## src/rtl/core/es2c_pkg.sv

```systemverilog
`default_nettype none
// ----------------------------------------------------------------------------
// es2c_pkg: shared types and constants for the epoch seconds converter
// command and status structs between controller and datapath, reciprocal
// constants for the division steps and the result field layout
// ----------------------------------------------------------------------------
package es2c_pkg;

    // datapath commands, one per controller step
    typedef enum logic [3:0] {
        OP_NONE   = 4'd0,
        OP_LOAD   = 4'd1,
        OP_SEC    = 4'd2,
        OP_MIN    = 4'd3,
        OP_HOUR   = 4'd4,
        OP_WDAY   = 4'd5,
        OP_YSPLIT = 4'd6,
        OP_YEAR   = 4'd7,
        OP_MONTH  = 4'd8,
        OP_OUT    = 4'd9
    } op_t;

    typedef struct packed {
        op_t op;
    } cmd_t;

    typedef struct packed {
        logic rejected;
        logic year_fit;
        logic month_done;
    } stat_t;

    // widths of the streams
    localparam int IN_W  = 32;
    localparam int OUT_W = 48;

    // result field layout in m_axis_tdata, lowest bit of each field
    localparam int SEC_LSB   = 0;
    localparam int MIN_LSB   = 6;
    localparam int HOUR_LSB  = 12;
    localparam int DAY_LSB   = 17;
    localparam int MONTH_LSB = 22;
    localparam int YEAR_LSB  = 26;
    localparam int WDAY_LSB  = 34;
    localparam int YDAY_LSB  = 37;

    // reciprocal constants: q = (x * M) >> S, exact over the value ranges met
    localparam logic [31:0] M_DIV60   = 32'd2290649225;
    localparam int          S_DIV60   = 37;
    localparam logic [31:0] M_DIV24   = 32'd2863311531;
    localparam int          S_DIV24   = 36;
    localparam logic [31:0] M_DIV7    = 32'd149797;
    localparam int          S_DIV7    = 20;
    localparam logic [31:0] M_DIV1461 = 32'd734937;
    localparam int          S_DIV1461 = 30;

    localparam logic [10:0] DAYS_4YEARS   = 11'd1461;
    localparam logic [10:0] DAYS_YEAR     = 11'd365;
    localparam logic [10:0] DAYS_LEAPYEAR = 11'd366;
    localparam logic [7:0]  BASE_YEAR     = 8'd70;
    localparam logic [14:0] EPOCH_WDAY    = 15'd4;
    localparam logic [8:0]  LEAP_DAY      = 9'd60;
    localparam logic [8:0]  FEB_29        = 9'd29;
    localparam logic [3:0]  MONTH_FEB     = 4'd1;
    localparam logic [3:0]  MONTH_DEC     = 4'd11;

    function automatic logic [4:0] month_len(input logic [3:0] mon);
        logic [4:0] len;
        case (mon)
            4'd0:    len = 5'd31;
            4'd1:    len = 5'd28;
            4'd2:    len = 5'd31;
            4'd3:    len = 5'd30;
            4'd4:    len = 5'd31;
            4'd5:    len = 5'd30;
            4'd6:    len = 5'd31;
            4'd7:    len = 5'd31;
            4'd8:    len = 5'd30;
            4'd9:    len = 5'd31;
            4'd10:   len = 5'd30;
            4'd11:   len = 5'd31;
            default: len = 5'd31;
        endcase
        return len;
    endfunction

endpackage
`default_nettype wire

```

## src/rtl/core/epoch_seconds_to_calendar.sv

```systemverilog
`default_nettype none
// ----------------------------------------------------------------------------
// epoch_seconds_to_calendar: unix seconds to utc broken-down time
// a sequencer drives a datapath built round one shared reciprocal multiplier
// ----------------------------------------------------------------------------
// usage
//   s_axis carries one item: a 32-bit count of seconds since 1970-01-01 utc.
//   m_axis returns one result item per input item, in order: second, minute,
//   hour, day of month, month, years since 1900, weekday and day of year in
//   tdata, and a rejected flag in tuser for inputs above 0x7fffffff, in
//   which case every tdata field is zero.
//   one item is converted at a time. after acceptance the datapath runs five
//   division steps, one to four year steps and one to twelve month steps,
//   then loads the result register; a rejected item goes from the first
//   division step straight to the result register load. the year and month
//   walks make the conversion time vary from item to item.
//   the result register parts the two sides: a new item is taken while the
//   previous result waits, and a finished conversion holds in its last step
//   until the result register is free, so a stalled receiver loses nothing.
//   reset (rst_n low, asynchronous) empties the block: s_axis_tready comes up
//   high and m_axis_tvalid low.
// ----------------------------------------------------------------------------
module epoch_seconds_to_calendar (
    input  wire logic        clk,
    input  wire logic        rst_n,
    input  wire logic        s_axis_tvalid,
    output logic             s_axis_tready,
    input  wire logic [31:0] s_axis_tdata,   // [31:0] epoch_seconds
    output logic             m_axis_tvalid,
    input  wire logic        m_axis_tready,
    // [5:0] second, [11:6] minute, [16:12] hour, [21:17] day_of_month,
    // [25:22] month, [33:26] year_since_1900, [36:34] weekday,
    // [45:37] day_of_year, [47:46] zero
    output logic [47:0]      m_axis_tdata,
    output logic             m_axis_tuser    // [0] rejected
);

    es2c_pkg::cmd_t  cmd;
    es2c_pkg::stat_t stat;

    es2c_ctrl u_ctrl (
        .clk       (clk),
        .rst_n     (rst_n),
        .in_valid  (s_axis_tvalid),
        .in_ready  (s_axis_tready),
        .out_valid (m_axis_tvalid),
        .out_ready (m_axis_tready),
        .stat      (stat),
        .cmd       (cmd)
    );

    es2c_dp u_dp (
        .clk          (clk),
        .cmd          (cmd),
        .in_data      (s_axis_tdata),
        .stat         (stat),
        .out_data     (m_axis_tdata),
        .out_rejected (m_axis_tuser)
    );

`ifndef SYNTHESIS
    // a rejected result carries all-zero fields
    assert property (@(posedge clk) disable iff (!rst_n)
        m_axis_tvalid && m_axis_tuser |-> m_axis_tdata == '0)
        else $error("rejected result with non-zero fields");

    // one item at a time: busy right after an accept
    assert property (@(posedge clk) disable iff (!rst_n)
        s_axis_tvalid && s_axis_tready |=> !s_axis_tready)
        else $error("input accepted while converting");

    // an accepted result has a real date
    assert property (@(posedge clk) disable iff (!rst_n)
        m_axis_tvalid && !m_axis_tuser |->
        m_axis_tdata[es2c_pkg::MONTH_LSB +: 4] < 4'd12 &&
        m_axis_tdata[es2c_pkg::DAY_LSB +: 5] != 5'd0)
        else $error("month or day of month out of range");

    // clock fields in range
    assert property (@(posedge clk) disable iff (!rst_n)
        m_axis_tvalid && !m_axis_tuser |->
        m_axis_tdata[es2c_pkg::HOUR_LSB +: 5] < 5'd24 &&
        m_axis_tdata[es2c_pkg::MIN_LSB +: 6] < 6'd60 &&
        m_axis_tdata[es2c_pkg::SEC_LSB +: 6] < 6'd60)
        else $error("time of day out of range");
`endif

endmodule
`default_nettype wire

```

## src/rtl/core/es2c_dp.sv

```systemverilog
`default_nettype none
// ----------------------------------------------------------------------------
// es2c_dp: converter datapath
// one shared reciprocal multiplier for the divisions by 60, 60, 24, 7 and
// 1461, a year stepper, a month stepper and the result register
// ----------------------------------------------------------------------------
module es2c_dp (
    input  wire logic                         clk,
    input  wire es2c_pkg::cmd_t               cmd,
    input  wire logic [es2c_pkg::IN_W-1:0]    in_data,
    output es2c_pkg::stat_t                   stat,
    output logic      [es2c_pkg::OUT_W-1:0]   out_data,
    output logic                              out_rejected
);

    logic [30:0] x_reg;
    logic [62:0] prod_reg;
    logic [5:0]  sec_reg;
    logic [5:0]  min_reg;
    logic [4:0]  hr_reg;
    logic [2:0]  wday_reg;
    logic [7:0]  year_reg;
    logic [8:0]  yday_reg;
    logic [8:0]  day_reg;
    logic [3:0]  mon_reg;
    logic        rej_reg;
    logic        hold_reg;
    logic [es2c_pkg::OUT_W-1:0] out_data_reg;
    logic        out_rej_reg;

    logic [30:0] mul_a;
    logic [31:0] mul_b;
    logic [62:0] mul_prod;

    logic [25:0] q_sec;
    logic [19:0] q_min;
    logic [14:0] q_hr;
    logic [11:0] q_wd;
    logic [4:0]  q_4y;

    logic        leap;
    logic [10:0] span;
    logic        fit;
    logic [8:0]  day_one;
    logic [4:0]  mlen;
    logic        walk;

    // quotients of the previous multiply
    assign q_sec = prod_reg[es2c_pkg::S_DIV60 +: 26];
    assign q_min = prod_reg[es2c_pkg::S_DIV60 +: 20];
    assign q_hr  = prod_reg[es2c_pkg::S_DIV24 +: 15];
    assign q_wd  = prod_reg[es2c_pkg::S_DIV7 +: 12];
    assign q_4y  = prod_reg[es2c_pkg::S_DIV1461 +: 5];

    always_comb
    begin
        case (cmd.op)
            es2c_pkg::OP_LOAD:
            begin
                mul_a = in_data[30:0];
                mul_b = es2c_pkg::M_DIV60;
            end
            es2c_pkg::OP_SEC:
            begin
                mul_a = 31'(q_sec);
                mul_b = es2c_pkg::M_DIV60;
            end
            es2c_pkg::OP_MIN:
            begin
                mul_a = 31'(q_min);
                mul_b = es2c_pkg::M_DIV24;
            end
            es2c_pkg::OP_HOUR:
            begin
                // day count plus the epoch weekday (thursday)
                mul_a = 31'(q_hr + es2c_pkg::EPOCH_WDAY);
                mul_b = es2c_pkg::M_DIV7;
            end
            es2c_pkg::OP_WDAY:
            begin
                mul_a = x_reg;
                mul_b = es2c_pkg::M_DIV1461;
            end
            default:
            begin
                mul_a = '0;
                mul_b = '0;
            end
        endcase
    end

    assign mul_prod = 63'(mul_a) * 63'(mul_b);

    assign leap    = (year_reg[1:0] == 2'b00);
    assign span    = leap ? es2c_pkg::DAYS_LEAPYEAR : es2c_pkg::DAYS_YEAR;
    assign fit     = (x_reg[10:0] < span);
    assign day_one = x_reg[8:0] + 9'd1;
    assign mlen    = es2c_pkg::month_len(mon_reg);
    assign walk    = !hold_reg && (mon_reg < es2c_pkg::MONTH_DEC) && (9'(mlen) < day_reg);

    always_ff @(posedge clk)
    begin
        case (cmd.op)
            es2c_pkg::OP_LOAD:
            begin
                x_reg    <= in_data[30:0];
                rej_reg  <= in_data[31];
                prod_reg <= mul_prod;
            end
            es2c_pkg::OP_SEC:
            begin
                sec_reg  <= 6'(x_reg - 31'(q_sec) * 31'd60);
                x_reg    <= 31'(q_sec);
                prod_reg <= mul_prod;
            end
            es2c_pkg::OP_MIN:
            begin
                min_reg  <= 6'(x_reg[25:0] - 26'(q_min) * 26'd60);
                x_reg    <= 31'(q_min);
                prod_reg <= mul_prod;
            end
            es2c_pkg::OP_HOUR:
            begin
                hr_reg   <= 5'(x_reg[19:0] - 20'(q_hr) * 20'd24);
                x_reg    <= 31'(q_hr);
                prod_reg <= mul_prod;
            end
            es2c_pkg::OP_WDAY:
            begin
                wday_reg <= 3'((x_reg[14:0] + es2c_pkg::EPOCH_WDAY) - 15'(q_wd) * 15'd7);
                prod_reg <= mul_prod;
            end
            es2c_pkg::OP_YSPLIT:
            begin
                x_reg    <= 31'(x_reg[14:0] - 15'(q_4y) * 15'(es2c_pkg::DAYS_4YEARS));
                year_reg <= es2c_pkg::BASE_YEAR + 8'({q_4y, 2'b00});
            end
            es2c_pkg::OP_YEAR:
            begin
                if (!fit)
                begin
                    x_reg    <= 31'(x_reg[10:0] - span);
                    year_reg <= year_reg + 8'd1;
                end
                else
                begin
                    yday_reg <= x_reg[8:0];
                    // leap day is reported directly, later days drop by one
                    if (leap && day_one == es2c_pkg::LEAP_DAY)
                    begin
                        day_reg  <= es2c_pkg::FEB_29;
                        mon_reg  <= es2c_pkg::MONTH_FEB;
                        hold_reg <= 1'b1;
                    end
                    else
                    begin
                        day_reg  <= (leap && day_one > es2c_pkg::LEAP_DAY) ?
                                    day_one - 9'd1 : day_one;
                        mon_reg  <= '0;
                        hold_reg <= 1'b0;
                    end
                end
            end
            es2c_pkg::OP_MONTH:
            begin
                day_reg <= day_reg - 9'(mlen);
                mon_reg <= mon_reg + 4'd1;
            end
            es2c_pkg::OP_OUT:
            begin
                out_rej_reg <= rej_reg;
                if (rej_reg)
                begin
                    out_data_reg <= '0;
                end
                else
                begin
                    out_data_reg <= {2'b00, yday_reg, wday_reg, year_reg, mon_reg,
                                     day_reg[4:0], hr_reg, min_reg, sec_reg};
                end
            end
            default:
            begin
            end
        endcase
    end

    assign stat.rejected   = rej_reg;
    assign stat.year_fit   = fit;
    assign stat.month_done = !walk;
    assign out_data        = out_data_reg;
    assign out_rejected    = out_rej_reg;

endmodule
`default_nettype wire

```

## src/rtl/core/es2c_ctrl.sv

```systemverilog
`default_nettype none
// ----------------------------------------------------------------------------
// es2c_ctrl: converter sequencer
// steps the datapath through the divisions, the year walk and the month walk,
// and owns the input ready and the result valid
// ----------------------------------------------------------------------------
module es2c_ctrl (
    input  wire logic            clk,
    input  wire logic            rst_n,
    input  wire logic            in_valid,
    output logic                 in_ready,
    output logic                 out_valid,
    input  wire logic            out_ready,
    input  wire es2c_pkg::stat_t stat,
    output es2c_pkg::cmd_t       cmd
);

    typedef enum logic [8:0] {
        ST_IDLE   = 9'b000000001,
        ST_SEC    = 9'b000000010,
        ST_MIN    = 9'b000000100,
        ST_HOUR   = 9'b000001000,
        ST_WDAY   = 9'b000010000,
        ST_YSPLIT = 9'b000100000,
        ST_YEAR   = 9'b001000000,
        ST_MONTH  = 9'b010000000,
        ST_DONE   = 9'b100000000
    } state_t;

    state_t state_reg;
    state_t state_next;
    logic   out_valid_reg;
    logic   out_valid_next;

    always_comb
    begin
        state_next     = state_reg;
        cmd.op         = es2c_pkg::OP_NONE;
        out_valid_next = out_valid_reg && !out_ready;
        case (state_reg)
            ST_IDLE:
            begin
                if (in_valid)
                begin
                    cmd.op     = es2c_pkg::OP_LOAD;
                    state_next = ST_SEC;
                end
            end
            ST_SEC:
            begin
                if (stat.rejected)
                begin
                    state_next = ST_DONE;
                end
                else
                begin
                    cmd.op     = es2c_pkg::OP_SEC;
                    state_next = ST_MIN;
                end
            end
            ST_MIN:
            begin
                cmd.op     = es2c_pkg::OP_MIN;
                state_next = ST_HOUR;
            end
            ST_HOUR:
            begin
                cmd.op     = es2c_pkg::OP_HOUR;
                state_next = ST_WDAY;
            end
            ST_WDAY:
            begin
                cmd.op     = es2c_pkg::OP_WDAY;
                state_next = ST_YSPLIT;
            end
            ST_YSPLIT:
            begin
                cmd.op     = es2c_pkg::OP_YSPLIT;
                state_next = ST_YEAR;
            end
            ST_YEAR:
            begin
                cmd.op = es2c_pkg::OP_YEAR;
                if (stat.year_fit)
                begin
                    state_next = ST_MONTH;
                end
            end
            ST_MONTH:
            begin
                if (stat.month_done)
                begin
                    state_next = ST_DONE;
                end
                else
                begin
                    cmd.op = es2c_pkg::OP_MONTH;
                end
            end
            ST_DONE:
            begin
                // result register free or being emptied this cycle
                if (!out_valid_reg || out_ready)
                begin
                    cmd.op         = es2c_pkg::OP_OUT;
                    out_valid_next = 1'b1;
                    state_next     = ST_IDLE;
                end
            end
            default:
            begin
                state_next = ST_IDLE;
            end
        endcase
    end

    always_ff @(posedge clk or negedge rst_n)
    begin
        if (!rst_n)
        begin
            state_reg     <= ST_IDLE;
            out_valid_reg <= 1'b0;
        end
        else
        begin
            state_reg     <= state_next;
            out_valid_reg <= out_valid_next;
        end
    end

    assign in_ready  = (state_reg == ST_IDLE);
    assign out_valid = out_valid_reg;

endmodule
`default_nettype wire

```

## config.mk

```make
export PLATFORM = sky130hd
export DESIGN_NAME = epoch_seconds_to_calendar
export DESIGN_NICKNAME = d
export VERILOG_FILES = /design/src/rtl/core/es2c_pkg.sv /design/src/rtl/core/epoch_seconds_to_calendar.sv /design/src/rtl/core/es2c_dp.sv /design/src/rtl/core/es2c_ctrl.sv
export SDC_FILE = /design/constraint.sdc
export NUM_CORES = 2
export LEC_CHECK = 0
export ABC_AREA = 0
export BUFFER_PORTS_ARGS = -buffer_cell sky130_fd_sc_hd__buf_2
export CAP_MARGIN = 20
export CORE_MARGIN = 1.5
export CORE_UTILIZATION = 62
export DETAILED_ROUTE_END_ITERATION = 8
export HOLD_SLACK_MARGIN = 0.02
export PLACE_DENSITY = 0.84
export SYNTH_ARGS = -nofsm -noshare
export SYNTH_HDL_FRONTEND = slang
export SYNTH_HIERARCHICAL = 1
export SYNTH_SLANG_ARGS = --single-unit
```

## constraint.sdc

```tcl
create_clock -name clk -period 13.2 [get_ports clk]
set_input_delay 1.98 -clock clk [delete_from_list [all_inputs] [get_ports clk]]
set_output_delay 1.98 -clock clk [all_outputs]
set_load 0.03 [all_outputs]
```

# ---- Word-level counts from Yosys, hierarchy flattened
# Memory sizes are Yosys's and may differ from the RTL's. A register that Yosys moved wholly into a read port is not among the register bits.
# Index checks and enable logic that the tools add are counted.
# W data, S select, Z words.
dict set report classes {
  n_addsub 14
  multipliers 6
  magnitude_cmp 4
  n_eq_ne 25
  mux 29
  reduce_logical 20
}
# operator n
set ops {}
lappend ops {{$pmux W31 S6} 1}
lappend ops {{$pmux W31 S5} 1}
lappend ops {{$pmux W32 S4} 1}
lappend ops {{$pmux W9 S9} 1}
lappend ops {{$mux W9} 8}
lappend ops {{$mul A31 B32 Y63} 1}
lappend ops {{$pmux W4 S9} 1}
lappend ops {{$mux W31} 1}
lappend ops {{$mul A26 B4 Y4 const B} 1}
lappend ops {{$mul A20 B4 Y4 const B} 1}
lappend ops {{$eq A9 B6 Y1 const B} 2}
lappend ops {{$pmux W9 S2} 1}
lappend ops {{$sub A15 B16 Y17} 1}
lappend ops {{$add A15 B3 Y16 const B} 1}
lappend ops {{$eq A4 B3 Y1 const B} 4}
lappend ops {{$mul A5 B11 Y16 const B} 1}
lappend ops {{$mux W4} 4}
lappend ops {{$pmux W8 S2} 1}
lappend ops {{$mul A15 B2 Y2 const B} 1}
lappend ops {{$mul A12 B3 Y3 const B} 1}
lappend ops {{$sub A11 B9 Y12} 1}
lappend ops {{$sub A6 B6 Y6} 2}
lappend ops {{$lt A11 B9 Y1} 1}
lappend ops {{$add A9 B1 Y9 const B} 1}
lappend ops {{other kinds (38)} 59}
dict set report word_totals {
  ff_bits 205
  mem_bits_ro 32
  in_bits 36
  elab_cells 116
  mem_count 1
}
# name words width rd rd_clocked_by_memory_dff wr line
set mem_list {}
lappend mem_list {{(no name shown)} 16 2 1 1 0 es2c_pkg.sv:69} ;# case (mon)

# ---- Longest topological paths before layout
dict set report logic_depth {
  depth_word 9
  mapped_depth 45
  ltp_nobuf 44
}

# ---- Cells and area by module
# Netlist, hierarchy kept.
# module instances cells_per_inst area_per_inst_um2 seq_area_each_um2
set modules_own_cells {}
lappend modules_own_cells {es2c_dp 1 3178 32685.1 4994.8}
lappend modules_own_cells {es2c_ctrl 1 72 749.5 251.5}

# ---- Least setup slack after synthesis
# Ideal clock, no wire load.
dict set report synth_timing {
  kind {input -> register}
  start {in m_axis_tready}
  end {reg u_dp.prod_reg[62], data pin}
  arrival_ps 10908
  required_time_ps 12940
  path_slack_ps 2033
  cell_stages 38
  path_buffers 4
  cell_sequence {nand2b_1 > nand2b_4 > o211ai_2 > clkbuf_1 > nand2b_1 > nor3_1 > clkbuf_1 > clkbuf_1 > clkbuf_1 > a22oi_1 > nand2_1 > inv_1 > fa_1 > inv_1 > fa_1 > inv_1 > fa_1 > inv_1 > [... 2 more ...] > fa_1 > inv_1 > fa_1 > fa_1 > inv_1 > fa_1 > inv_1 > ha_1 > a21o_1 > a21o_1 > a2111oi_4 > a211oi_1 > a221oi_2 > nand2_2 > o211a_1 > a311o_2 > a21oi_2 > xnor2_1}
}
# element line
set synth_lines {}
lappend synth_lines {{from (decl)} epoch_seconds_to_calendar.sv:30} ;# input wire logic m_axis_tready,
lappend synth_lines {{to (signal assigned)} es2c_dp.sv:108} ;# prod_reg <= mul_prod;
lappend synth_lines {{to (signal assigned)} es2c_dp.sv:114} ;# prod_reg <= mul_prod;
lappend synth_lines {{to (signal assigned)} es2c_dp.sv:120} ;# prod_reg <= mul_prod;
lappend synth_lines {{to (decl)} es2c_dp.sv:17} ;# logic [62:0] prod_reg;

==> reports/metrics.cfg <==
[outcome]
status=finished clean

[floorplanning]
die_w_um=235.2
dieArea_um2=55330
fp.dieH_um=235.2
start_util_pct=63.12
core_area_um2=52970
io_pins=87
num_rows=84

[global_routing]
antenna_found_initial=2
grt_pass1_vias=25290
grt_use_total_pct=38.12
grt_overflow_total=0
grt_pass1_wl_um=153500
gr-max-usage-layer=met2
met2_usage_pct=57.91
met1_usage_pct=51.10
use_met3_pct=13.98
grt_max_degree=50

[setup_path]
crit_slowest_cell=nor2_2
cp-end-kind=flop
critPathMaxFanout=25
crit_required_ns=13.42
arrival_ns=12.44
max_stage_delay_ns=0.83
startpoint_type=flop
critical_path_class=flop to flop
r2r_slack_ns=0.98

[route]
ant_nets=0
viasPerCell=5.789
post-route-drc-count=0
firstDrtPassIters=8
drt-wirelength-per-cell_um=24.36
vias=23723
drt_iter0_drc=2416
routed_wirelength_um=99830

[clock_network]
clk_latency_ns=0.51
cts_made_buffers=17
clk_pin_slew_ns=0.08
clock_sinks=177
htreeDepth=4
cts_hold_buf=0
ctsRootBufferMaster=clkbuf_16
cts_setup_buffers=0
cts_resized=0
clock_path_buffers=2
cts_tree=built

[finish]
final_net_count=4488
drive_above_1_share_pct=5.777
area_delta_synth_final_pct=6.586
largest_reg_flops=46
n_fill_cell=4085
utilization_pct=67.28
antennaDiodeCount=0

[logic_synthesis]
ys.flop_type=edfxtp_1
yosysUniqueCellTypes=87
synth_area_um2=33430
ys_ff_latch=177
synthArstFlopShare_pct=5.650
synthAdderAreaFrac_pct=54.39
synth_warnings=6
synth-xor-area-share_pct=3.222
synth_area_per_cell_um2=10.29
netlist_instances=3250
synth_edf_count=165
synth_top_family_by_area=adder cells
synth_compound_area_share_pct=7.002
synthMuxAreaShare_pct=0.1834
synth-simple-area-share_pct=8.338
synth_seq_area_share_pct=15.69

[worst_hold_path]
hp-class=flop to flop

[timing]
final-setup-viol-count=0
timing.final.crit_share_pct=92.56
fmax_mhz=81.84
slew_headroom_pct=31.27
rsz0062_at_grt=no
slew_viol_final=0
hold_viol=0
skew_ns=0.03835
finalSetupTns_ns=0
max_slew.worst_pin.slew_ns=1.030
fin_crit_ns=12.22

[job]
maxCapViolations=0

[placement]
portBuffers=84
dp_hpwl_um=88400
place.gp.congestion=1.073

## cell usage in the layout (no fill, tap or decap), types with 6 or more instances in the layout
cell type,Yosys,final
buf_4,4,30
a222oi_1,7,7
nor2_1,141,137
o21ai_0,49,49
a21o_1,50,50
and2_1,38,38
a211oi_1,9,8
nor2b_1,49,49
fa_1,664,664
o21ai_1,6,6
buf_2,4,84
xor2_1,44,44
nand2b_1,14,14
nor3_2,3,6
dfrtp_1,9,9
nor3_1,31,28
nand2_1,167,167
a21oi_1,84,84
and3_1,16,16
a221o_1,19,19
or3_1,15,15
a31oi_1,24,24
a221oi_1,9,9
nand4_1,18,18
nand3_1,37,37
inv_1,907,907
ha_1,391,391
xnor2_1,79,79
edfxtp_1,165,165
conb_1,2,89
a22oi_1,15,15
or2_2,11,11
a22o_1,11,11
clkbuf_16,0,17
clkinv_8,0,7
o21a_1,11,11
## per-layer routing
metal / up-vias / share of wire (%) / wire length [um]
met5: - / 0 / 0
met4: 0 / 3.7 / 3662
met3: 205 / 13 / 13420
met2: 1338 / 45 / 44480
met1: 11878 / 38 / 38260
li1: 10302 / - / -
## Yosys cell counts, types with 14 or more instances
master / n / share of area [%]
inv_1: 907 / 10
fa_1: 664 / 40
ha_1: 391 / 15
nand2_1: 167 / 1.9
edfxtp_1: 165 / 15
nor2_1: 141 / 1.6
a21oi_1: 84 / 1.3
xnor2_1: 79 / 2.1
clkbuf_1: 56 / 0.63
a21o_1: 50 / 1.1
nor2b_1: 49 / 0.92
o21ai_0: 49 / 0.73
xor2_1: 44 / 1.2
and2_1: 38 / 0.71
nand3_1: 37 / 0.55
nor3_1: 31 / 0.46
a31oi_1: 24 / 0.45
a221o_1: 19 / 0.57
nand4_1: 18 / 0.34
and3_1: 16 / 0.30
a22oi_1: 15 / 0.34
or3_1: 15 / 0.28
nand2b_1: 14 / 0.26
## logic make-up (layout without fill, tap and decap cells)
logic type               count (synthesis)  in the layout
AND/OR/NAND/NOR                        568            568
other                                    2             89
multiplexers                             6              6
buffers and inverters                  982           1055
AO/OA/AOI/OAI                          337            337
flip-flops                             177            177
XOR/XNOR                               123            123
adder cells (fa/ha/maj)               1055           1055
## final timing paths
check                                                  end                  startpoint  cells after the start
max                            u_dp/prod_reg[50]$_DFFE_PN_   u_dp/day_reg[0]$_DFFE_PP_                     41
min                        u_dp/out_data[42]$_SDFFCE_PP0N_  u_dp/yday_reg[5]$_DFFE_PP_                      1
max reg2reg                    u_dp/prod_reg[50]$_DFFE_PN_   u_dp/day_reg[0]$_DFFE_PP_                     41
min reg2reg                u_dp/out_data[42]$_SDFFCE_PP0N_  u_dp/yday_reg[5]$_DFFE_PP_                      1
max in group asynchronous  u_ctrl/state_reg[0]$_DFFE_PN1P_                       rst_n                      1
min in group asynchronous  u_ctrl/state_reg[1]$_DFFE_PN0P_                       rst_n                      1
## area by class of cell
type | count | area (um^2) | area share [%]
clock buffers | 17 | 425.4 | 1.194
clock inverters | 15 | 202.7 | 0.5688
inverters | 909 | 3412 | 9.574
multi-input cells | 2178 | 24840 | 69.71
flip-flops and latches | 177 | 5246 | 14.72
well taps | 688 | 860.8 | 2.416
repair buffers | 114 | 645.6 | 1.812
## worst max-delay path, delay by kind of cell (launching register included)
kind                       cells  cell delay, ns
buffers and inverters         10            1.41
xor gates and xnor gates       1            0.16
and+or+nand+nor               11            2.48
DFF                            1            0.36
adders and majority gates     10            4.37
AOI/OAI and AO/OA              9            3.13
## per-stage QoR
| step | cell area, um^2 | worst slack (ns) | cells | hold WS, ns |
|---|---|---|---|---|
| floorplan | 33760 | 2.033 | 3337 | 0.4244 |
| global placement | 35010 | 0.8572 | 4066 | 0.5132 |
| detailed placement | 35010 | 0.7672 | 4066 | 0.5205 |
| CTS | 35640 | 1.141 | 4098 | 0.5394 |
| global route | 35640 | 0.4482 | 4098 | 0.5539 |
| finish | 35640 | 0.9817 | 4098 | 0.5400 |
Power is left out: the tool's default activity adds up to more than one toggle a clock period on the data nets, which glitch-free logic cannot reach.
